--- src/rtl/assert_macros.svh ---
// Assertion macros shared by the mailbox RTL.
`ifndef ASSERT_MACROS_SVH
`define ASSERT_MACROS_SVH
`ifndef SYNTHESIS
`define ASSERT_IMPLIES(lbl, clk, rst_n, ante, cons) \
  lbl: assert property (@(posedge clk) disable iff (!rst_n) (ante) |-> (cons)) \
    else $error("assertion failed");
`define ASSERT_NEXT(lbl, clk, rst_n, ante, cons) \
  lbl: assert property (@(posedge clk) disable iff (!rst_n) (ante) |=> (cons)) \
    else $error("assertion failed");
`else
`define ASSERT_IMPLIES(lbl, clk, rst_n, ante, cons)
`define ASSERT_NEXT(lbl, clk, rst_n, ante, cons)
`endif
`endif

--- src/rtl/dmr_pkg.sv ---
// Types and constants of the doorbell mailbox register block.
`timescale 1ns / 1ps
package dmr_pkg;

  localparam logic [1:0] CMD_READ  = 2'd0;
  localparam logic [1:0] CMD_WRITE = 2'd1;
  localparam logic [1:0] CMD_RELAY = 2'd2;
  localparam logic [1:0] CMD_STUB  = 2'd3;

  localparam logic [11:0] OFS_CTRL   = 12'h000;
  localparam logic [11:0] OFS_SET0   = 12'h008;
  localparam logic [11:0] OFS_CLR0   = 12'h00C;
  localparam logic [11:0] OFS_MASK0  = 12'h010;
  localparam logic [11:0] OFS_STAT0  = 12'h014;
  localparam logic [11:0] OFS_MSTAT0 = 12'h018;
  localparam logic [11:0] OFS_SET1   = 12'h01C;
  localparam logic [11:0] OFS_CLR1   = 12'h020;
  localparam logic [11:0] OFS_MASK1  = 12'h024;
  localparam logic [11:0] OFS_STAT1  = 12'h028;
  localparam logic [11:0] OFS_MSTAT1 = 12'h02C;
  localparam logic [11:0] OFS_MIF    = 12'h06C;
  localparam logic [11:0] OFS_VER    = 12'h070;
  localparam logic [11:0] OFS_SLOT0  = 12'h080;

  // slot numbers derived from a bus offset span 10 bits
  localparam int unsigned SLOT_NUM_W = 10;
  localparam logic [SLOT_NUM_W-1:0] SLOT0_WORD = 10'h020;
  localparam logic [SLOT_NUM_W-1:0] BOOT_SLOT  = 10'd4;
  localparam logic [47:0] SMMU_CTRL_OFS = 48'h20;

  localparam logic [2:0] CFG_STUB_MODE   = 3'd0;
  localparam logic [2:0] CFG_ACK_CHANNEL = 3'd1;
  localparam logic [2:0] CFG_SMMU_BASE   = 3'd2;
  localparam logic [2:0] CFG_MIRROR_BASE = 3'd3;
  localparam logic [2:0] CFG_BOOT_CODE   = 3'd4;

  localparam logic [4:0]  ACK_CHANNEL_RST = 5'd11;
  localparam logic [31:0] BOOT_CODE_RST   = 32'h0000_FB0D;

  typedef struct packed {
    logic        stub_mode;
    logic [4:0]  ack_channel;
    logic [47:0] smmu_base;
    logic [31:0] mirror_base;
    logic [31:0] boot_done_code;
  } cfg_t;

  typedef struct packed {
    logic [1:0]  cmd;
    logic [11:0] addr;
    logic [5:0]  slot_index;
    logic [31:0] wdata;
  } in_item_t;

  typedef struct packed {
    logic [31:0] read_data;
    logic        irq_group0;
    logic        irq_group1;
    logic        boot_seen;
    logic        mirror_valid;
    logic [31:0] mirror_offset;
    logic [31:0] mirror_value;
    logic        smmu_enable_req;
    logic [47:0] smmu_ctrl_addr;
  } out_item_t;

  // slot number addressed by a bus offset at or above the slot window
  function automatic logic [SLOT_NUM_W-1:0] addr_slot(input logic [11:0] a);
    return a[11:2] - SLOT0_WORD;
  endfunction

endpackage

--- src/rtl/dmr_ram.sv ---
// Generic single-write, single-read RAM with registered read data.
`timescale 1ns / 1ps
module dmr_ram #(
  parameter int WIDTH = 32,
  parameter int DEPTH = 64
) (
  input  logic                                     clk,
  input  logic                                     we,
  input  logic [((DEPTH > 1) ? $clog2(DEPTH) : 1)-1:0] waddr,
  input  logic [WIDTH-1:0]                         wdata,
  input  logic                                     re,
  input  logic [((DEPTH > 1) ? $clog2(DEPTH) : 1)-1:0] raddr,
  output logic [WIDTH-1:0]                         rdata
);

  logic [WIDTH-1:0] mem [DEPTH];
  logic [WIDTH-1:0] rdata_r;

  always_ff @(posedge clk) begin
    if (we) begin
      mem[waddr] <= wdata;
    end
    if (re) begin
      rdata_r <= mem[raddr];
    end
  end

  assign rdata = rdata_r;

endmodule

--- src/rtl/dmr_core.sv ---
// Register state, slot store and per-item result logic of the mailbox.
`timescale 1ns / 1ps
`include "assert_macros.svh"
module dmr_core #(
  parameter int SLOT_COUNT = 64
) (
  input  logic               clk,
  input  logic               rst_n,
  input  dmr_pkg::cfg_t      cfg,
  input  logic               acc,
  input  dmr_pkg::in_item_t  acc_item,
  input  logic               s1_valid,
  input  dmr_pkg::in_item_t  s1_item,
  input  logic               commit,
  output dmr_pkg::out_item_t res
);
  import dmr_pkg::*;

  localparam int IDX_W = (SLOT_COUNT > 1) ? $clog2(SLOT_COUNT) : 1;
  localparam logic [SLOT_NUM_W-1:0] SLOT_LIMIT = SLOT_NUM_W'(SLOT_COUNT);

  logic        soft_r, soft_nxt;
  logic [31:0] pend0_r, pend0_nxt, pend1_r, pend1_nxt;
  logic [31:0] mask0_r, mask0_nxt, mask1_r, mask1_nxt;
  logic [31:0] mif_r, mif_nxt, ver_r, ver_nxt;
  logic        boot_flag_r, boot_nxt;
  logic [SLOT_COUNT-1:0] slot_vld_r;

  // last slot write seen by the read issued at the same edge
  logic                  fwd_v_r;
  logic [IDX_W-1:0]      fwd_idx_r;
  logic [31:0]           fwd_data_r;

  logic [SLOT_NUM_W-1:0] acc_num, s1_num, a_slot, wr_num;
  logic [IDX_W-1:0]      s1_idx;
  logic [31:0]           ram_rdata, slot_q, wr_data, rd;
  logic                  a_in, ch_in, wr_c, mir_v, req;

  // read address: ack slot for bus writes, slot window otherwise
  always_comb begin
    if (acc_item.cmd == CMD_WRITE) begin
      acc_num = {5'd0, cfg.ack_channel};
    end else begin
      acc_num = addr_slot(acc_item.addr);
    end
    if (s1_item.cmd == CMD_WRITE) begin
      s1_num = {5'd0, cfg.ack_channel};
    end else begin
      s1_num = addr_slot(s1_item.addr);
    end
  end

  assign s1_idx = s1_num[IDX_W-1:0];

  dmr_ram #(
    .WIDTH (32),
    .DEPTH (SLOT_COUNT)
  ) u_slots (
    .clk   (clk),
    .we    (commit && wr_c),
    .waddr (wr_num[IDX_W-1:0]),
    .wdata (wr_data),
    .re    (acc),
    .raddr (acc_num[IDX_W-1:0]),
    .rdata (ram_rdata)
  );

  always_comb begin
    if (fwd_v_r && (fwd_idx_r == s1_idx)) begin
      slot_q = fwd_data_r;
    end else if (slot_vld_r[s1_idx]) begin
      slot_q = ram_rdata;
    end else begin
      slot_q = '0;
    end
  end

  assign a_slot = addr_slot(s1_item.addr);
  assign a_in   = (s1_item.addr >= OFS_SLOT0) && (a_slot < SLOT_LIMIT);
  assign ch_in  = ({5'd0, cfg.ack_channel} < SLOT_LIMIT);

  always_comb begin
    soft_nxt  = soft_r;
    pend0_nxt = pend0_r;
    pend1_nxt = pend1_r;
    mask0_nxt = mask0_r;
    mask1_nxt = mask1_r;
    mif_nxt   = mif_r;
    ver_nxt   = ver_r;
    boot_nxt  = boot_flag_r;
    rd        = '0;
    wr_c      = 1'b0;
    wr_num    = a_slot;
    wr_data   = s1_item.wdata;
    mir_v     = 1'b0;
    req       = 1'b0;
    case (s1_item.cmd)
      CMD_READ: begin
        case (s1_item.addr)
          OFS_CTRL:                rd = {31'd0, soft_r};
          OFS_SET0, OFS_STAT0:     rd = pend0_r;
          OFS_SET1, OFS_STAT1:     rd = pend1_r;
          OFS_CLR0, OFS_CLR1:      rd = '0;
          OFS_MASK0:               rd = mask0_r;
          OFS_MASK1:               rd = mask1_r;
          OFS_MSTAT0:              rd = pend0_r & ~mask0_r;
          OFS_MSTAT1:              rd = pend1_r & ~mask1_r;
          OFS_MIF:                 rd = mif_r;
          OFS_VER:                 rd = ver_r;
          default: begin
            if (a_in && !cfg.stub_mode) begin
              rd = slot_q;
            end
          end
        endcase
      end
      CMD_WRITE: begin
        case (s1_item.addr)
          OFS_CTRL: begin
            soft_nxt = s1_item.wdata[0];
            if (s1_item.wdata[0]) begin
              pend0_nxt = '0;
              pend1_nxt = '0;
              mask0_nxt = '0;
              mask1_nxt = '0;
            end
          end
          OFS_SET0:  pend0_nxt = pend0_r | s1_item.wdata;
          OFS_SET1: begin
            pend1_nxt = pend1_r | s1_item.wdata;
            // doorbell acknowledge: clear the ack slot, request SMMU enable if a base is set
            if (cfg.stub_mode && s1_item.wdata[cfg.ack_channel] && ch_in &&
                (slot_q == cfg.boot_done_code)) begin
              wr_c    = 1'b1;
              wr_num  = {5'd0, cfg.ack_channel};
              wr_data = '0;
              req     = (cfg.smmu_base != '0);
            end
          end
          OFS_CLR0:  pend0_nxt = pend0_r & ~s1_item.wdata;
          OFS_CLR1:  pend1_nxt = pend1_r & ~s1_item.wdata;
          OFS_MASK0: mask0_nxt = s1_item.wdata;
          OFS_MASK1: mask1_nxt = s1_item.wdata;
          OFS_MIF:   mif_nxt   = s1_item.wdata;
          OFS_VER:   ver_nxt   = s1_item.wdata;
          default: begin
            if (a_in) begin
              wr_c  = 1'b1;
              mir_v = 1'b1;
              if ((a_slot == BOOT_SLOT) && (s1_item.wdata == cfg.boot_done_code)) begin
                boot_nxt = 1'b1;
              end
            end
          end
        endcase
      end
      CMD_RELAY, CMD_STUB: begin
        wr_num = {4'd0, s1_item.slot_index};
        if (wr_num < SLOT_LIMIT) begin
          wr_c  = 1'b1;
          mir_v = (s1_item.cmd == CMD_STUB);
        end
      end
      default: ;
    endcase
  end

  always_comb begin
    res.read_data       = rd;
    res.irq_group0      = |(pend0_nxt & ~mask0_nxt);
    res.irq_group1      = |(pend1_nxt & ~mask1_nxt);
    res.boot_seen       = boot_nxt;
    res.mirror_valid    = mir_v;
    res.mirror_offset   = mir_v ? cfg.mirror_base + {20'd0, wr_num, 2'b00} : '0;
    res.mirror_value    = mir_v ? wr_data : '0;
    res.smmu_enable_req = req;
    res.smmu_ctrl_addr  = req ? cfg.smmu_base + SMMU_CTRL_OFS : '0;
  end

  always_ff @(posedge clk) begin
    if (!rst_n) begin
      soft_r      <= 1'b0;
      pend0_r     <= '0;
      pend1_r     <= '0;
      mask0_r     <= '0;
      mask1_r     <= '0;
      mif_r       <= '0;
      ver_r       <= '0;
      boot_flag_r <= 1'b0;
      slot_vld_r  <= '0;
      fwd_v_r     <= 1'b0;
    end else begin
      if (commit) begin
        soft_r      <= soft_nxt;
        pend0_r     <= pend0_nxt;
        pend1_r     <= pend1_nxt;
        mask0_r     <= mask0_nxt;
        mask1_r     <= mask1_nxt;
        mif_r       <= mif_nxt;
        ver_r       <= ver_nxt;
        boot_flag_r <= boot_nxt;
        if (wr_c) begin
          slot_vld_r[wr_num[IDX_W-1:0]] <= 1'b1;
        end
      end
      if (acc) begin
        fwd_v_r <= commit && wr_c;
      end
    end
  end

  always_ff @(posedge clk) begin
    if (acc) begin
      fwd_idx_r  <= wr_num[IDX_W-1:0];
      fwd_data_r <= wr_data;
    end
  end

  `ASSERT_IMPLIES(a_write_reads_zero, clk, rst_n, s1_valid && (s1_item.cmd != CMD_READ), res.read_data == '0)
  `ASSERT_IMPLIES(a_req_from_ack, clk, rst_n, s1_valid && res.smmu_enable_req, cfg.stub_mode && (s1_item.cmd == CMD_WRITE))
  `ASSERT_NEXT(a_boot_sticky, clk, rst_n, boot_flag_r, boot_flag_r)

endmodule

--- src/rtl/doorbell_mailbox_registers.sv ---
// Top level of the doorbell mailbox register block.
// An accepted item moves from the input register into the result register.
// Throughput: one item per cycle while the result side does not stall; the slot
//   RAM read is issued at accept and used in the following cycle, with a bypass for a write at the same edge.
// Reset (rst_n low, synchronous): configuration returns to its defaults, all
//   group registers and the boot flag clear, slot valid bits clear at once.
`timescale 1ns / 1ps
`include "assert_macros.svh"
module doorbell_mailbox_registers #(
  parameter int SLOT_COUNT = 64
) (
  input  logic               clk,
  input  logic               rst_n,
  input  logic               in_valid,
  output logic               in_ready,
  input  dmr_pkg::in_item_t  in_data,
  output logic               out_valid,
  input  logic               out_ready,
  output dmr_pkg::out_item_t out_data,
  input  logic               cfg_we,
  input  logic [2:0]         cfg_addr,
  input  logic [47:0]        cfg_wdata
);
  import dmr_pkg::*;

  cfg_t      cfg_r;
  logic      s1_valid_r;
  in_item_t  s1_item_r;
  logic      out_valid_r;
  out_item_t out_data_r;
  out_item_t res;
  logic      acc;
  logic      commit;

  // the item in the input register retires when the result register frees up
  assign commit   = s1_valid_r && (!out_valid_r || out_ready);
  assign in_ready = !s1_valid_r || commit;
  assign acc      = in_valid && in_ready;

  // configuration: plain indexed writes, to be made only while idle; the block does not enforce this
  always_ff @(posedge clk) begin
    if (!rst_n) begin
      cfg_r.stub_mode      <= 1'b0;
      cfg_r.ack_channel    <= ACK_CHANNEL_RST;
      cfg_r.smmu_base      <= '0;
      cfg_r.mirror_base    <= '0;
      cfg_r.boot_done_code <= BOOT_CODE_RST;
    end else if (cfg_we) begin
      case (cfg_addr)
        CFG_STUB_MODE:   cfg_r.stub_mode      <= cfg_wdata[0];
        CFG_ACK_CHANNEL: cfg_r.ack_channel    <= cfg_wdata[4:0];
        CFG_SMMU_BASE:   cfg_r.smmu_base      <= cfg_wdata;
        CFG_MIRROR_BASE: cfg_r.mirror_base    <= cfg_wdata[31:0];
        CFG_BOOT_CODE:   cfg_r.boot_done_code <= cfg_wdata[31:0];
        default: ;
      endcase
    end
  end

  // input register and result register
  always_ff @(posedge clk) begin
    if (!rst_n) begin
      s1_valid_r  <= 1'b0;
      out_valid_r <= 1'b0;
    end else begin
      if (in_ready) begin
        s1_valid_r <= in_valid;
      end
      if (commit) begin
        out_valid_r <= 1'b1;
      end else if (out_ready) begin
        out_valid_r <= 1'b0;
      end
    end
  end

  always_ff @(posedge clk) begin
    if (acc) begin
      s1_item_r <= in_data;
    end
    if (commit) begin
      out_data_r <= res;
    end
  end

  dmr_core #(
    .SLOT_COUNT (SLOT_COUNT)
  ) u_core (
    .clk      (clk),
    .rst_n    (rst_n),
    .cfg      (cfg_r),
    .acc      (acc),
    .acc_item (in_data),
    .s1_valid (s1_valid_r),
    .s1_item  (s1_item_r),
    .commit   (commit),
    .res      (res)
  );

  assign out_valid = out_valid_r;
  assign out_data  = out_data_r;

  `ASSERT_IMPLIES(a_stall_blocks_input, clk, rst_n, s1_valid_r && !commit, !in_ready)
  `ASSERT_IMPLIES(a_no_frame_zero, clk, rst_n, out_valid_r && !out_data_r.mirror_valid, (out_data_r.mirror_offset == '0) && (out_data_r.mirror_value == '0))
  `ASSERT_IMPLIES(a_no_req_zero, clk, rst_n, out_valid_r && !out_data_r.smmu_enable_req, out_data_r.smmu_ctrl_addr == '0)

endmodule

--- config.mk ---
export PLATFORM = sky130hd
export DESIGN_NAME = doorbell_mailbox_registers
export DESIGN_NICKNAME = d
export VERILOG_FILES = /design/src/rtl/dmr_pkg.sv /design/src/rtl/dmr_ram.sv /design/src/rtl/dmr_core.sv /design/src/rtl/doorbell_mailbox_registers.sv
export VERILOG_INCLUDE_DIRS = /design/src /design/src/rtl
export SDC_FILE = /design/constraint.sdc
export NUM_CORES = 2
export LEC_CHECK = 0
export BUFFER_PORTS_ARGS = -buffer_cell sky130_fd_sc_hd__buf_2
export CORE_ASPECT_RATIO = 1.1
export CORE_MARGIN = 4
export CORE_UTILIZATION = 50
export DETAILED_ROUTE_END_ITERATION = 8
export HOLD_SLACK_MARGIN = 0.08
export PLACE_DENSITY_LB_ADDON = 0.2
export SETUP_SLACK_MARGIN = 0.2
export SLEW_MARGIN = 20
export SYNTH_ARGS = -nofsm -noshare
export SYNTH_HDL_FRONTEND = slang
export SYNTH_SLANG_ARGS = --single-unit
--- constraint.sdc ---
create_clock -name clk -period 11.95 [get_ports clk]
set_input_delay 1.7925 -clock clk [delete_from_list [all_inputs] [get_ports clk]]
set_output_delay 1.7925 -clock clk [all_outputs]
set_load 0.02 [all_outputs]
==> results.json <==
{
  "status": "completed",
  "grt_pass1_vias": 64057,
  "synth_top_area_cell": "edfxtp_1",
  "min_period_ns": 8.46,
  "hold_buffers": 0,
  "slew_headroom_pct": 20.9,
  "die_w_um": 453,
  "route.vias.total": 65750,
  "synth.avg_cell_area_um2": 15.6,
  "worst_pin_slew_ns": 1.18,
  "synth_area_leaders": "edfxtp_1 64%, mux4_2 11%, dfxtp_1 7.0%",
  "tns_ns": 0,
  "crit_top_cell": "a21oi_1",
  "min_to": "u_core.slot_vld_r[36]",
  "syn2layout_area_growth_pct": 13.7,
  "routedWlPerCell_um": 31.8,
  "ant_nets": 0,
  "fp-row-count": 179,
  "yosysMostFrequentCell": "edfxtp_1",
  "slew_violations": 0,
  "skew_ns": 0.0739,
  "drive_gt1_share_pct": 20.5,
  "multi_input_area_um2": 30600,
  "cp-start-kind": "flop",
  "coreArea_um2": 217000,
  "cts_buffer_depth": 4,
  "r2r_slack_ns": 3.49,
  "antenna_found_initial": 10,
  "r2r-start": "s1_item_r[51]",
  "irDropWorstVdd_uv": 179,
  "pin_count": 259,
  "grt_first_pass_wirelength_mm": 468,
  "port_buffers": 258,
  "grt_use_total_pct": 28.7,
  "grt_max_degree": 207,
  "reg2reg_depth": 31,
  "first_pass_iters": 7,
  "leakagePower_nw": 39.3,
  "rsz0062_at_grt": "no",
  "synthesis.area_um2": 109000,
  "max_stage_delay_ns": 0.70,
  "nFillCells": 16611,
  "finalCritPeriodShare_pct": 70.8,
  "finalPower_mw": 20.3,
  "synth_top_area_share_pct": 63.9,
  "cts.repair.resized": 0,
  "cts_tree": "yes",
  "synthCells": 6967,
  "crit_path_top_delay_cell": "and2b_2",
  "fin_cells": 10317,
  "arrival_ns": 9.13,
  "nets": 7333,
  "die_h_um": 498,
  "cts_setup_buffers": 0,
  "clock_latency_ns": 0.95,
  "dp_hpwl_mm": 197,
  "grt_remaining_overflow": 0,
  "ys_seq_area_share_pct": 70.8,
  "finalHoldViolations": 0,
  "crit_fanout": 47,
  "synth-async-reset-ratio_pct": 0,
  "layout.area.seq_um2": 77200,
  "start_util_pct": 50.3,
  "dieArea_um2": 226000,
  "required_ns": 12.63,
  "syn-num-nets": 7088,
  "ys_ff_latch": 2698,
  "synthFlopType": "edfxtp_1",
  "synth_cell_types": 87,
  "min_path_type": "flop to flop",
  "power_density_nw_per_um2": 164,
  "cts_max_level": 5,
  "min-delay-start": "u_core.slot_vld_r[36]",
  "netlist_top_cells_count": "2319 x edfxtp_1, 828 x nand2_1, 523 x mux4_2, 459 x nor2_1, 391 x clkbuf_1",
  "cpLargestDelayFamily": "simple AND/OR/NAND/NOR gates",
  "drt_first_iter_violations": 8376,
  "place_inst": 9803,
  "r2r_end": "out_data[107]",
  "placed_cell_area_um2": 115000,
  "drc_errors": 0,
  "cts_sinks": 2698,
  "cts-root-buf": "clkbuf_16",
  "synth-edff-count": 2319,
  "fin_util_pct": 57.2,
  "routed_via_density": 6.37,
  "clk_pin_slew_worst_paths_ns": 0.06,
  "numCtsBuffers": 289,
  "fmax_mhz": 118,
  "hold_depth": 2,
  "setup_viol": 0,
  "wirelength_mm": 328,
  "finalInstanceArea_um2": 124000,
  "ys_warn_count": 0,
  "critical_path_class": "flop to flop",
  "gp_congestion": 0.949,
  "maxCapViolations": 0,
  "endpoint_kind": "flop",
  "path_buf_inv": 2
}
==> flip-flops by register name, indices dropped and copies added, names as in the netlist <==
register              count
cfg_r                   118
out_data                149
out_valid                 1
s1_item_r                52
s1_valid_r                1
u_core.boot_flag_r        1
u_core.fwd_data_r        32
u_core.fwd_idx_r          6
u_core.fwd_v_r            1
u_core.mask0_r           32
u_core.mask1_r           32
u_core.mif_r             32
u_core.pend0_r           32
u_core.pend1_r           32
u_core.slot_vld_r        64
u_core.soft_r             1
u_core.u_slots.mem     2048
u_core.u_slots.rdata     32
u_core.ver_r             32
==> where the power goes <==
group,switching [mW],internal (mW),leakage [nW]
registers,0.0932,10.3,24.0
clock network,3.59,4.89,4.30
logic,0.973,0.451,11.0
total,4.66,15.7,39.3
==> worst reg2reg max path: cells and delay by family, from the launching register on <==
| family | cells | cell delay (ns) |
|---|---|---|
| AO/OA/AOI/OAI | 10 | 2.10 |
| XOR/XNOR | 1 | 0.17 |
| adder cells (fa/ha/maj) | 2 | 0.69 |
| buffers and inverters | 2 | 0.72 |
| flip-flops | 1 | 0.35 |
| multiplexers | 1 | 0.17 |
| AND/OR/NAND/NOR | 15 | 4.00 |
==> placed cells by master (no fill, tap or decap), types with 55 or more instances in the layout <==
cell type and n:
a211oi_1 227, a21oi_1 287, a221oi_1 71, a22oi_1 135, a311oi_1 64, a31oi_1 76
and2_1 173, buf_2 258, buf_4 133, clkbuf_16 296, clkinv_1 62, dfxtp_1 379
edfxtp_1 2319, inv_1 63, mux4_2 523, nand2_1 827, nand4_1 63, nor2_1 388
nor2_4 68, o21ai_0 183, xnor2_1 55
==> logic make-up after synthesis <==
kind of cell / share of synthesized area (%)
fa+ha+maj: 0.156
mux: 11.3
flops: 70.8
compound gates: 7.35
xor+xnor: 0.844
simple gates: 7.47
buf+inv: 2.01
==> how the worst max path moves through the flow <==
| stage | cells past startpoint | start | to | slack [ns] |
|---|---|---|---|---|
| 2_1_floorplan | 6 | out_ready | out_data[0] | 4.45 |
| 3_5_place_dp | 31 | s1_item_r[51] | out_data[107] | 3.38 |
| 3_3_place_gp | 30 | s1_item_r[51] | out_data[99] | 3.29 |
| 5_1_grt | 31 | s1_item_r[51] | out_data[107] | 3.10 |
| 4_1_cts | 31 | s1_item_r[51] | out_data[107] | 3.37 |
| 6_report | 31 | s1_item_r[51] | out_data[107] | 3.49 |
==> through the flow <==
stage          setup slack (ns)  hold slack, ns
6_report                   3.49           0.448
5_1_grt                    3.10           0.468
4_1_cts                    3.37           0.450
3_5_place_dp               3.38           0.442
3_3_place_gp               3.29           0.429
2_1_floorplan              4.45           0.420
==> final cells by class <==
| class | count | share of cell area [%] |
|---|---|---|
| inverter | 66 | 0.214 |
| clock buffer | 353 | 6.19 |
| timing repair buffer | 444 | 2.85 |
| tap | 2896 | 2.92 |
| sequential | 2698 | 62.3 |
| clock inverter | 142 | 0.887 |
| multi-input combinational | 3713 | 24.6 |
| antenna | 5 | 0.0101 |
==> layer usage <==
metal	part of all wire, %	vias up	global-route usage, %
li1	-	27744	-
met1	39	33991	38.7
met2	48	3355	45.7
met3	8.4	656	5.47
met4	5.0	4	12.6
met5	0.0085	-	0
Power figures use the tool's default switching activity.
